<file path="src/hw/rtl/sgfrs_pkg.sv">
package sgfrs_pkg;

    localparam int unsigned LINE_W = 24;
    localparam int unsigned REC_W  = 17;
    localparam int unsigned LIMIT_W = 16;

    // input beat codes
    localparam logic OP_BYTE = 1'b0;
    localparam logic OP_END  = 1'b1;

    // stream characters of interest
    localparam logic [7:0] CH_LPAREN    = 8'h28;
    localparam logic [7:0] CH_RPAREN    = 8'h29;
    localparam logic [7:0] CH_LBRACK    = 8'h5B;
    localparam logic [7:0] CH_RBRACK    = 8'h5D;
    localparam logic [7:0] CH_BACKSLASH = 8'h5C;
    localparam logic [7:0] CH_NEWLINE   = 8'h0A;
    localparam logic [7:0] CH_SPACE     = 8'h20;
    localparam logic [7:0] CH_TAB       = 8'h09;
    localparam logic [7:0] CH_CR        = 8'h0D;

    // register byte addresses
    localparam logic [2:0] ADDR_RECORD_LIMIT = 3'd0;

    typedef enum logic [1:0] {
        KIND_APPEND       = 2'd0,
        KIND_APPEND_CLOSE = 2'd1,
        KIND_DISCARD      = 2'd2,
        KIND_CLOSE_BUF    = 2'd3
    } t_kind;

    typedef struct packed {
        logic       op;
        logic [7:0] in_byte;
    } t_in_item;

    typedef struct packed {
        t_kind             kind;
        logic [7:0]        out_byte;
        logic              tag_error;
        logic [LINE_W-1:0] line_number;
    } t_out_item;

    // parser flags and counters, all but the nesting depth
    typedef struct packed {
        logic              in_value;
        logic              escape_pending;
        logic              skipping_lead;
        logic [LINE_W-1:0] line_count;
        logic [REC_W-1:0]  records_closed;
    } t_flags;

endpackage

</file>
<file path="src/hw/rtl/sgfrs_step.sv">
module sgfrs_step #(
    parameter int unsigned NESTING_WIDTH = 16
) (
    input  sgfrs_pkg::t_in_item                   i_item,
    input  sgfrs_pkg::t_flags                     i_flags,
    input  logic signed [NESTING_WIDTH-1:0]       i_depth,
    input  logic [sgfrs_pkg::LIMIT_W-1:0]         i_record_limit,
    output sgfrs_pkg::t_flags                     o_flags,
    output logic signed [NESTING_WIDTH-1:0]       o_depth,
    output logic                                  o_res_valid,
    output sgfrs_pkg::t_out_item                  o_res
);

    localparam logic signed [NESTING_WIDTH-1:0] DEPTH_MAX =
        {1'b0, {(NESTING_WIDTH-1){1'b1}}};
    localparam logic signed [NESTING_WIDTH-1:0] DEPTH_MIN =
        {1'b1, {(NESTING_WIDTH-1){1'b0}}};
    localparam logic signed [NESTING_WIDTH-1:0] DEPTH_ONE =
        {{(NESTING_WIDTH-1){1'b0}}, 1'b1};
    localparam logic [sgfrs_pkg::LINE_W-1:0] LINE_ONE =
        {{(sgfrs_pkg::LINE_W-1){1'b0}}, 1'b1};
    localparam logic [sgfrs_pkg::REC_W-1:0] REC_ONE =
        {{(sgfrs_pkg::REC_W-1){1'b0}}, 1'b1};

    logic [7:0] b;
    logic       is_space;
    logic       stopped;
    logic signed [NESTING_WIDTH-1:0] depth_dec;

    assign b        = i_item.in_byte;
    assign is_space = (b == sgfrs_pkg::CH_SPACE) ||
                      ((b >= sgfrs_pkg::CH_TAB) && (b <= sgfrs_pkg::CH_CR));
    assign stopped  = i_flags.records_closed > {1'b0, i_record_limit};
    assign depth_dec = (i_depth > DEPTH_MIN) ? (i_depth - DEPTH_ONE) : i_depth;

    always_comb begin
        o_flags     = i_flags;
        o_depth     = i_depth;
        o_res_valid = 1'b0;
        o_res.kind        = sgfrs_pkg::KIND_APPEND;
        o_res.out_byte    = b;
        o_res.tag_error   = 1'b0;
        o_res.line_number = i_flags.line_count;

        if (i_item.op == sgfrs_pkg::OP_END) begin
            // report the partial buffer if no record has closed, then start a fresh stream
            o_res_valid    = (i_flags.records_closed == '0);
            o_res.kind     = sgfrs_pkg::KIND_CLOSE_BUF;
            o_res.out_byte = '0;
            o_flags        = '0;
            o_depth        = '0;
        end else if (stopped) begin
            o_res_valid = 1'b0;
        end else if (i_flags.escape_pending) begin
            o_flags.escape_pending = 1'b0;
            o_res_valid            = 1'b1;
        end else if (i_flags.skipping_lead) begin
            if (!is_space) begin
                o_flags.skipping_lead = 1'b0;
            end
        end else begin
            if ((b == sgfrs_pkg::CH_NEWLINE) && (i_flags.line_count != '1)) begin
                o_flags.line_count = i_flags.line_count + LINE_ONE;
            end
            o_res.line_number = o_flags.line_count;
            o_res_valid       = 1'b1;

            if (b == sgfrs_pkg::CH_BACKSLASH) begin
                o_flags.escape_pending = 1'b1;
            end else if ((b == sgfrs_pkg::CH_LPAREN) && !i_flags.in_value) begin
                if (i_depth < DEPTH_MAX) begin
                    o_depth = i_depth + DEPTH_ONE;
                end
                if (i_depth == '0) begin
                    o_flags.skipping_lead = 1'b1;
                    o_res.kind            = sgfrs_pkg::KIND_DISCARD;
                    o_res.out_byte        = '0;
                end
            end else if ((b == sgfrs_pkg::CH_RPAREN) && !i_flags.in_value) begin
                o_depth = depth_dec;
                if (depth_dec == '0) begin
                    if (i_flags.records_closed != '1) begin
                        o_flags.records_closed = i_flags.records_closed + REC_ONE;
                    end
                    o_res.kind = sgfrs_pkg::KIND_APPEND_CLOSE;
                end
            end else if ((b == sgfrs_pkg::CH_LBRACK) && !i_flags.in_value) begin
                o_flags.in_value = 1'b1;
            end else if (b == sgfrs_pkg::CH_RBRACK) begin
                o_res.tag_error  = !i_flags.in_value;
                o_flags.in_value = 1'b0;
            end
        end
    end

endmodule

</file>
<file path="src/hw/rtl/sgf_record_splitter.sv">
// sgf_record_splitter: takes a byte stream of game records, one byte (or an
// end-of-stream marker) per input beat, and gives at most one result beat per
// input beat telling the downstream buffer what to do: append the byte, append
// it and close the record, discard the buffer, or close the buffer as a record.
// A new beat is accepted every clock cycle while the output side keeps up; a
// result reaches the output through the input register, then the result
// register. Beats that cause no result are consumed all the same. The
// record_limit register (byte address 0, reset 65535) should be written only
// while the block is idle; once record_limit + 1 records have closed, bytes
// are dropped until end of stream.
module sgf_record_splitter #(
    parameter int unsigned NESTING_WIDTH = 16
) (
    input  logic                  i_clk,
    input  logic                  i_rst_n,
    // byte stream in
    input  logic                  i_in_valid,
    output logic                  o_in_ready,
    input  sgfrs_pkg::t_in_item   i_in,
    // result beats out
    output logic                  o_out_valid,
    input  logic                  i_out_ready,
    output sgfrs_pkg::t_out_item  o_out,
    // register port
    input  logic                  psel,
    input  logic                  penable,
    input  logic                  pwrite,
    input  logic [2:0]            paddr,
    input  logic [31:0]           pwdata,
    output logic [31:0]           prdata,
    output logic                  pready
);

    // input stage
    logic                 r_in_valid, n_in_valid;
    sgfrs_pkg::t_in_item  r_in,       n_in;

    // parser state
    sgfrs_pkg::t_flags               r_flags, n_flags;
    logic signed [NESTING_WIDTH-1:0] r_depth, n_depth;

    // result stage
    logic                  r_out_valid, n_out_valid;
    sgfrs_pkg::t_out_item  r_out,       n_out;

    // configuration
    logic [sgfrs_pkg::LIMIT_W-1:0] r_record_limit, n_record_limit;

    // combinational step results
    sgfrs_pkg::t_flags               step_flags;
    logic signed [NESTING_WIDTH-1:0] step_depth;
    logic                            step_valid;
    sgfrs_pkg::t_out_item            step_res;

    logic advance;    // the held input beat is processed this cycle
    logic cfg_write;

    sgfrs_step #(
        .NESTING_WIDTH (NESTING_WIDTH)
    ) u_step (
        .i_item         (r_in),
        .i_flags        (r_flags),
        .i_depth        (r_depth),
        .i_record_limit (r_record_limit),
        .o_flags        (step_flags),
        .o_depth        (step_depth),
        .o_res_valid    (step_valid),
        .o_res          (step_res)
    );

    // the held beat moves on when the result register is free or draining
    assign advance    = r_in_valid && (!r_out_valid || i_out_ready);
    assign o_in_ready = !r_in_valid || advance;

    assign cfg_write = psel && penable && pwrite && pready;
    assign pready    = 1'b1;

    always_comb begin
        prdata = '0;
        if (paddr == sgfrs_pkg::ADDR_RECORD_LIMIT) begin
            prdata = {{(32-sgfrs_pkg::LIMIT_W){1'b0}}, r_record_limit};
        end
    end

    always_comb begin
        n_in_valid     = r_in_valid;
        n_in           = r_in;
        n_flags        = r_flags;
        n_depth        = r_depth;
        n_out_valid    = r_out_valid;
        n_out          = r_out;
        n_record_limit = r_record_limit;

        // result register drains when taken
        if (r_out_valid && i_out_ready) begin
            n_out_valid = 1'b0;
        end

        if (advance) begin
            n_flags = step_flags;
            n_depth = step_depth;
            if (step_valid) begin
                n_out_valid = 1'b1;
                n_out       = step_res;
            end
        end

        // input register: refill on accept, else empty once processed
        if (i_in_valid && o_in_ready) begin
            n_in_valid = 1'b1;
            n_in       = i_in;
        end else if (advance) begin
            n_in_valid = 1'b0;
        end

        // only the upper address bit selects a register, index 0 is the limit
        if (cfg_write && (paddr[2] == sgfrs_pkg::ADDR_RECORD_LIMIT[2])) begin
            n_record_limit = pwdata[sgfrs_pkg::LIMIT_W-1:0];
        end
    end

    always_ff @(posedge i_clk) begin
        if (!i_rst_n) begin
            r_in_valid     <= 1'b0;
            r_flags        <= '0;
            r_depth        <= '0;
            r_out_valid    <= 1'b0;
            r_record_limit <= '1;
        end else begin
            r_in_valid     <= n_in_valid;
            r_flags        <= n_flags;
            r_depth        <= n_depth;
            r_out_valid    <= n_out_valid;
            r_record_limit <= n_record_limit;
        end
    end

    // payload registers carry no reset
    always_ff @(posedge i_clk) begin
        r_in  <= n_in;
        r_out <= n_out;
    end

    assign o_out_valid = r_out_valid;
    assign o_out       = r_out;

endmodule

</file>
<file path="config.mk">
export PLATFORM = sky130hd
export DESIGN_NAME = sgf_record_splitter
export DESIGN_NICKNAME = d
export VERILOG_FILES = /design/src/hw/rtl/sgfrs_pkg.sv /design/src/hw/rtl/sgfrs_step.sv /design/src/hw/rtl/sgf_record_splitter.sv
export SDC_FILE = /design/constraint.sdc
export NUM_CORES = 1
export LEC_CHECK = 0
export BUFFER_PORTS_ARGS = -buffer_cell sky130_fd_sc_hd__buf_2
export CORE_MARGIN = 10
export CORE_UTILIZATION = 51
export DETAILED_ROUTE_END_ITERATION = 8
export GPL_TIMING_DRIVEN = 0
export PLACE_DENSITY = 0.81
export SYNTH_ARGS = -nofsm -noshare
export SYNTH_HDL_FRONTEND = slang
export SYNTH_SLANG_ARGS = --single-unit
</file>
<file path="constraint.sdc">
create_clock -name i_clk -period 5.1 [get_ports i_clk]
set_input_delay 1.02 -clock i_clk [delete_from_list [all_inputs] [get_ports i_clk]]
set_output_delay 1.02 -clock i_clk [all_outputs]
set_load 0.01 [all_outputs]
</file>
Yosys cells after proc, flatten, opt, wreduce, memory -nomap -nowiden
Cells that the tools add are included.
W data, S select, Z words.
{"block": "classes", "bitwise_logic": 2, "n_eq_ne": 16, "reduce_logical": 35, "order_cmp": 5, "n_addsub": 4, "n_mux": 57}
{"op": "$mux W16", "count": 10}
{"op": "$mux W35", "count": 3}
{"op": "$mux W44", "count": 2}
{"op": "$mux W17", "count": 5}
{"op": "$mux W24", "count": 2}
{"op": "$mux W42", "count": 1}
{"op": "$mux W41", "count": 1}
{"op": "$logic_not A16 Y1", "count": 2}
{"op": "$mux W1", "count": 27}
{"op": "$add A24 B1 Y24 const B", "count": 1}
{"op": "$eq A8 B6 Y1 const B", "count": 3}
{"op": "$eq A8 B7 Y1 const B", "count": 3}
{"op": "$ne A24 B24 Y1 const B", "count": 1}
{"op": "$add A17 B1 Y17 const B", "count": 1}
{"op": "$gt A17 B16 Y1", "count": 1}
{"op": "$logic_not A17 Y1", "count": 1}
{"op": "$ne A17 B17 Y1 const B", "count": 1}
{"op": "$add A16 B2 Y16 const B", "count": 1}
{"op": "$gt A16 B16 Y1 const B", "count": 1}
{"op": "$lt A16 B16 Y1 const B", "count": 1}
{"op": "$sub A16 B2 Y16 const B", "count": 1}
{"op": "$ne A2 B2 Y1 const B", "count": 6}
{"op": "$logic_and A1 B1 Y1", "count": 11}
{"op": "$mux W11", "count": 1}
{"op": "other kinds (20)", "count": 32}
{"block": "totals", "in_bits": 51, "ff_bits": 122, "out_inout_bits": 70, "wordCells": 134}

Logic depth before layout (Yosys ltp)
{"block": "depth", "ltp_word": 11, "mapped_depth": 14, "mapped_depth_nobuf": 13}

By module
A second synthesis with hierarchy kept.
{"block": "hier_totals", "hier_cells": 1040, "area_unflattened_um2": 8618.3}
{"module": "sgf_record_splitter", "n_inst": 1, "seq_area_each_um2": 2882.8, "area_each_um2": 4699.5, "cells_each": 423}
{"module": "sgfrs_step", "n_inst": 1, "seq_area_each_um2": 0.0, "area_each_um2": 3918.8, "cells_each": 617}

Least setup slack after synthesis
No wires, ideal clock.
{"block": "synth_path", "path_kind": "register -> register", "startpoint": "register r_record_limit[14] in the netlist's numbering", "endpoint": "register r_out (netlist bit o_out[0]) (enable)", "setup_ns": 0.441, "slack_ns": 1.173, "n_path_buf": 0, "t_arrival_ns": 3.486, "path_stages_with_launch": 9, "path_cell_list": "dfxtp_1 -> inv_1 -> ha_1 -> nand4b_1 -> o21ai_0 -> or4_1 -> o211ai_1 -> nand3_1 -> a21oi_1"}
{"block": "synth_between", "elab_chain_cells": 4}
{"item": "start, declared", "line": "sgf_record_splitter.sv:47", "source": "logic [sgfrs_pkg::LIMIT_W-1:0] r_record_limit, n_record_limit;"}
{"item": "start signal, assigned", "line": "sgf_record_splitter.sv:134", "source": "r_record_limit <= n_record_limit;"}
{"item": "$gt A17 B16 Y1", "line": "sgfrs_step.sv:33", "source": "assign stopped = i_flags.records_closed > {1'b0, i_record_limit};"}
{"item": "$mux W1", "line": "sgfrs_step.sv:52", "source": "end else if (stopped) begin"}
{"item": "$mux W1", "line": "sgfrs_step.sv:45", "source": "if (i_item.op == sgfrs_pkg::OP_END) begin"}
{"item": "$reduce_and A2 Y1 (no source line)"}
{"item": "end signal, assigned", "line": "sgf_record_splitter.sv:141", "source": "r_out <= n_out;"}
{"item": "end, declared", "line": "sgf_record_splitter.sv:44", "source": "sgfrs_pkg::t_out_item r_out, n_out;"}
Every way passes these cells.
A chain may end at the register's enable or synchronous reset.

Worst setup path after layout
{"block": "layout_path", "startpoint": "register r_depth[0]", "endpoint": "register r_flags[13] in the netlist's numbering"}
{"block": "layout_between", "elab_chain_cells": 5, "elab_cells_between_ends": 6, "classes_between": "add/sub (1); order compare (1); mux (1); reduce/logical (3)"}
{"item": "start, declared", "line": "sgf_record_splitter.sv:40", "source": "logic signed [NESTING_WIDTH-1:0] r_depth, n_depth;"}
{"item": "start signal, assigned", "line": "sgf_record_splitter.sv:132", "source": "r_depth <= n_depth;"}
{"item": "$sub A16 B2 Y16 or $gt A16 B16 Y1 (tied branches)", "line": "sgfrs_step.sv:34", "source": "assign depth_dec = (i_depth > DEPTH_MIN) ? (i_depth - DEPTH_ONE) : i_depth;"}
{"item": "$mux W16 (*)", "line": "sgfrs_step.sv:34"}
{"item": "$logic_not A16 Y1 (*)", "line": "sgfrs_step.sv:81", "source": "if (depth_dec == '0) begin"}
{"item": "$reduce_bool A2 Y1 (no source line) (*)"}
{"item": "$reduce_and A9 Y1 (no source line) (*)"}
{"item": "end signal, assigned", "line": "sgf_record_splitter.sv:131", "source": "r_flags <= n_flags;"}
{"item": "end, declared", "line": "sgf_record_splitter.sv:39", "source": "sgfrs_pkg::t_flags r_flags, n_flags;"}
Every way passes the cells marked *; elsewhere a longest branch is shown, timed or not.

==> out/results.txt <==
status: complete, no violations
RSZ-0062 raised after global routing: no
Setup TNS Final: 0 ps
gr ovfl total: 0
post-CTS setup buffer count: 0
Hold Vio Cnt, Final: 0
EDFF count, synth: 44
Fmax: 242.1 MHz
placed cells: 1159
vias in the first global route: 6659
Pwr Density: 275.0 nW/um2
kind of critical path: flip-flop to flip-flop
Site Rows: 44
r2r worst-path depth: 12
RR Endpoint: r_flags[13]
Post-synth top cells: nand2_1 (84), dfxtp_1 (78), nor2_1 (75)
vias per inst: 5.989
I/O pin count: 121
drt first pass iters: 5
Routed Antenna Nets: 0
initial core utilization: 51.64%
top cell type's share of synthesized area: 20.96%
required time of the critical path: 5450 ps
#FFs+latches synth: 122
Routed WL: 20700 um
Worst Tran Pin Value: 1227 ps
WP data arrival: 4480 ps
clk_skew: 7.006 ps
Gate Count Post-Synth: 872
synthesized area per cell: 8.542 um2
area leader, netlist: dfxtp_1
most common cell in the netlist: nand2_1
final setup violation count: 0
synth top area cells: dfxtp_1 (21%), edfxtp_1 (18%), nand2_1 (4.2%)
Pwr Total: 0.002425 W
# DRC: 0
Slew Limit Fails: 0
Distinct cells, synth: 74
clock sink total: 122
CP Launch Point: r_depth[0]
share of layout cells above drive strength 1: 16.78%
ys flop type: dfxtp_1
Critical Path End: r_flags[13]
Non-Filler Instances: 1191
post-layout minimum cycle time: 4131 ps
Detailed Place HPWL: 15100 um
initial antenna violation count: 0
FILL cells: 1201
core area: 14420 um2
Skew-Pair Late Insertion Delay: 420 ps
post-synthesis instance area: 7448 um2
Worst slew margin: 17.04%
WL/cell: 17.38 um
CP max FO: 9
PostCTS Resize Cnt: 0
LEAKAGE: 3.737 nW
register-to-register setup slack: 970 ps
register area share after synthesis: 38.70%
Clock Tree Buf Depth: 2
Post-synth ARST share: 0%
Final nets: 1067
MaxCap Viol Count: 0
CTS tree: yes
Worst Hold Class: flip-flop to flip-flop
# H-tree levels: 4
chip height: 140.9 um
Final Cell Area: 8818 um2
Syn-to-layout area delta: 18.39%
CTS root buf: clkbuf_16
crit end category: flip-flop
Vias: 7133
Buffers on Ports: 87
ANT cells: 0
startpoint types: flip-flop
first-pass GRT wire length: 33580 um
Final Cycle Share: 81.00%
largest net degree at the start of global routing: 20
Worst-path clk slew: 60 ps
RD Place Congestion: 0.9694
Chip Width: 140.9 um
Num CTS Buffers: 17
placed cell area: 8209 um2
Iteration-0 DRC Markers: 693
hold-fix buffers at CTS: 0
R2R Path Start: r_depth[0]
synth warn: 0
worst vdd ir: 0.2616 mV
die area: 19840 um2
GRT Overall Usage: 20.40%
-- layout by cell type, fill, tap and decap left out, types with 17 or more instances in the layout --
master / instances
nor4_1: 17
buf_2: 90
o21ai_0: 50
o31ai_1: 19
nor2_1: 75
edfxtp_1: 44
nor3_1: 32
nand3_1: 45
buf_4: 19
nand2_1: 84
nand4_1: 24
conb_1: 17
ha_1: 22
inv_1: 31
clkbuf_1: 39
a21oi_1: 39
o211ai_1: 25
clkbuf_16: 17
and2_1: 25
xor2_1: 21
dfxtp_1: 78
-- final cells by class --
cell class / instances / area (um2) / area share [%]
repair buffers: 88 / 462.9 / 5.250
inverters: 31 / 116.4 / 1.320
well taps: 184 / 230.2 / 2.611
multi-input cells: 664 / 4124 / 46.77
flip-flops and latches: 122 / 2883 / 32.69
plain buffers: 70 / 392.9 / 4.455
clock inverters: 13 / 166.4 / 1.887
clock buffers: 19 / 442.9 / 5.023
-- logic make-up after synthesis --
| kind of cell | count (synthesis) | share of synthesized area [%] |
|---|---|---|
| compound gates | 191 | 17.10 |
| xor+xnor | 29 | 3.410 |
| fa+ha+maj | 22 | 3.696 |
| buf+inv | 101 | 6.837 |
| flops | 122 | 38.70 |
| mux | 13 | 1.764 |
| other cells | 2 | 0.1008 |
| simple gates | 392 | 28.39 |
-- worst max-delay path, stage by stage (launching register included) --
cell and delay, ps:
dfxtp_1 390, inv_1 130, ha_1 220, or3b_1 370, clkbuf_1 240, nor4_1 360, mux2i_1 490, o2111ai_1 180
or4b_1 470, or4_1 520, buf_6 170, o41ai_4 320, mux2i_1 210
-- metrics by stage --
step           hold slack [ps]  util (%)  setup WS [ps]
3_5_place_dp             500.8     56.91           1062
5_1_grt                  544.8     61.14          786.8
6_report                 508.2     61.14          968.8
3_3_place_gp             489.9     56.64          146.2
2_1_floorplan            464.9         -           1173
4_1_cts                  506.3     61.14           1041
-- worst min path at each step --
| stage | slack, ps | to | start | cells after the start |
|---|---|---|---|---|
| after floorplan | 460 | r_flags[43] | r_flags[43] | 2 |
| after global placement | 490 | r_flags[43] | r_flags[43] | 2 |
| after detailed placement | 500 | r_flags[32] | r_flags[32] | 1 |
| after CTS | 510 | r_flags[43] | r_flags[43] | 2 |
| after global routing | 540 | r_flags[43] | r_flags[43] | 2 |
| final | 510 | r_flags[43] | r_flags[43] | 2 |
-- flip-flops by register name, indices dropped and copies added, names as in the netlist --
register	flops
o_out	35
o_out_valid	1
r_flags	44
r_in	9
r_depth	16
r_record_limit	16
r_in_valid	1
-- routing by layer --
metal	GRT usage (%)	up-vias	wire, um
met5	0	-	0
met4	8.152	0	648
li1	-	3401	-
met3	4.803	54	1612
met2	33.77	337	10080
met1	24.99	3341	8362
-- where the power goes --
part,switching [W],internal [W]
Clock,0.000452,0.000784
Combinational,0.0000971,0.0000576
Sequential,0.00000880,0.00103
Power figures use the tool's default switching activity.
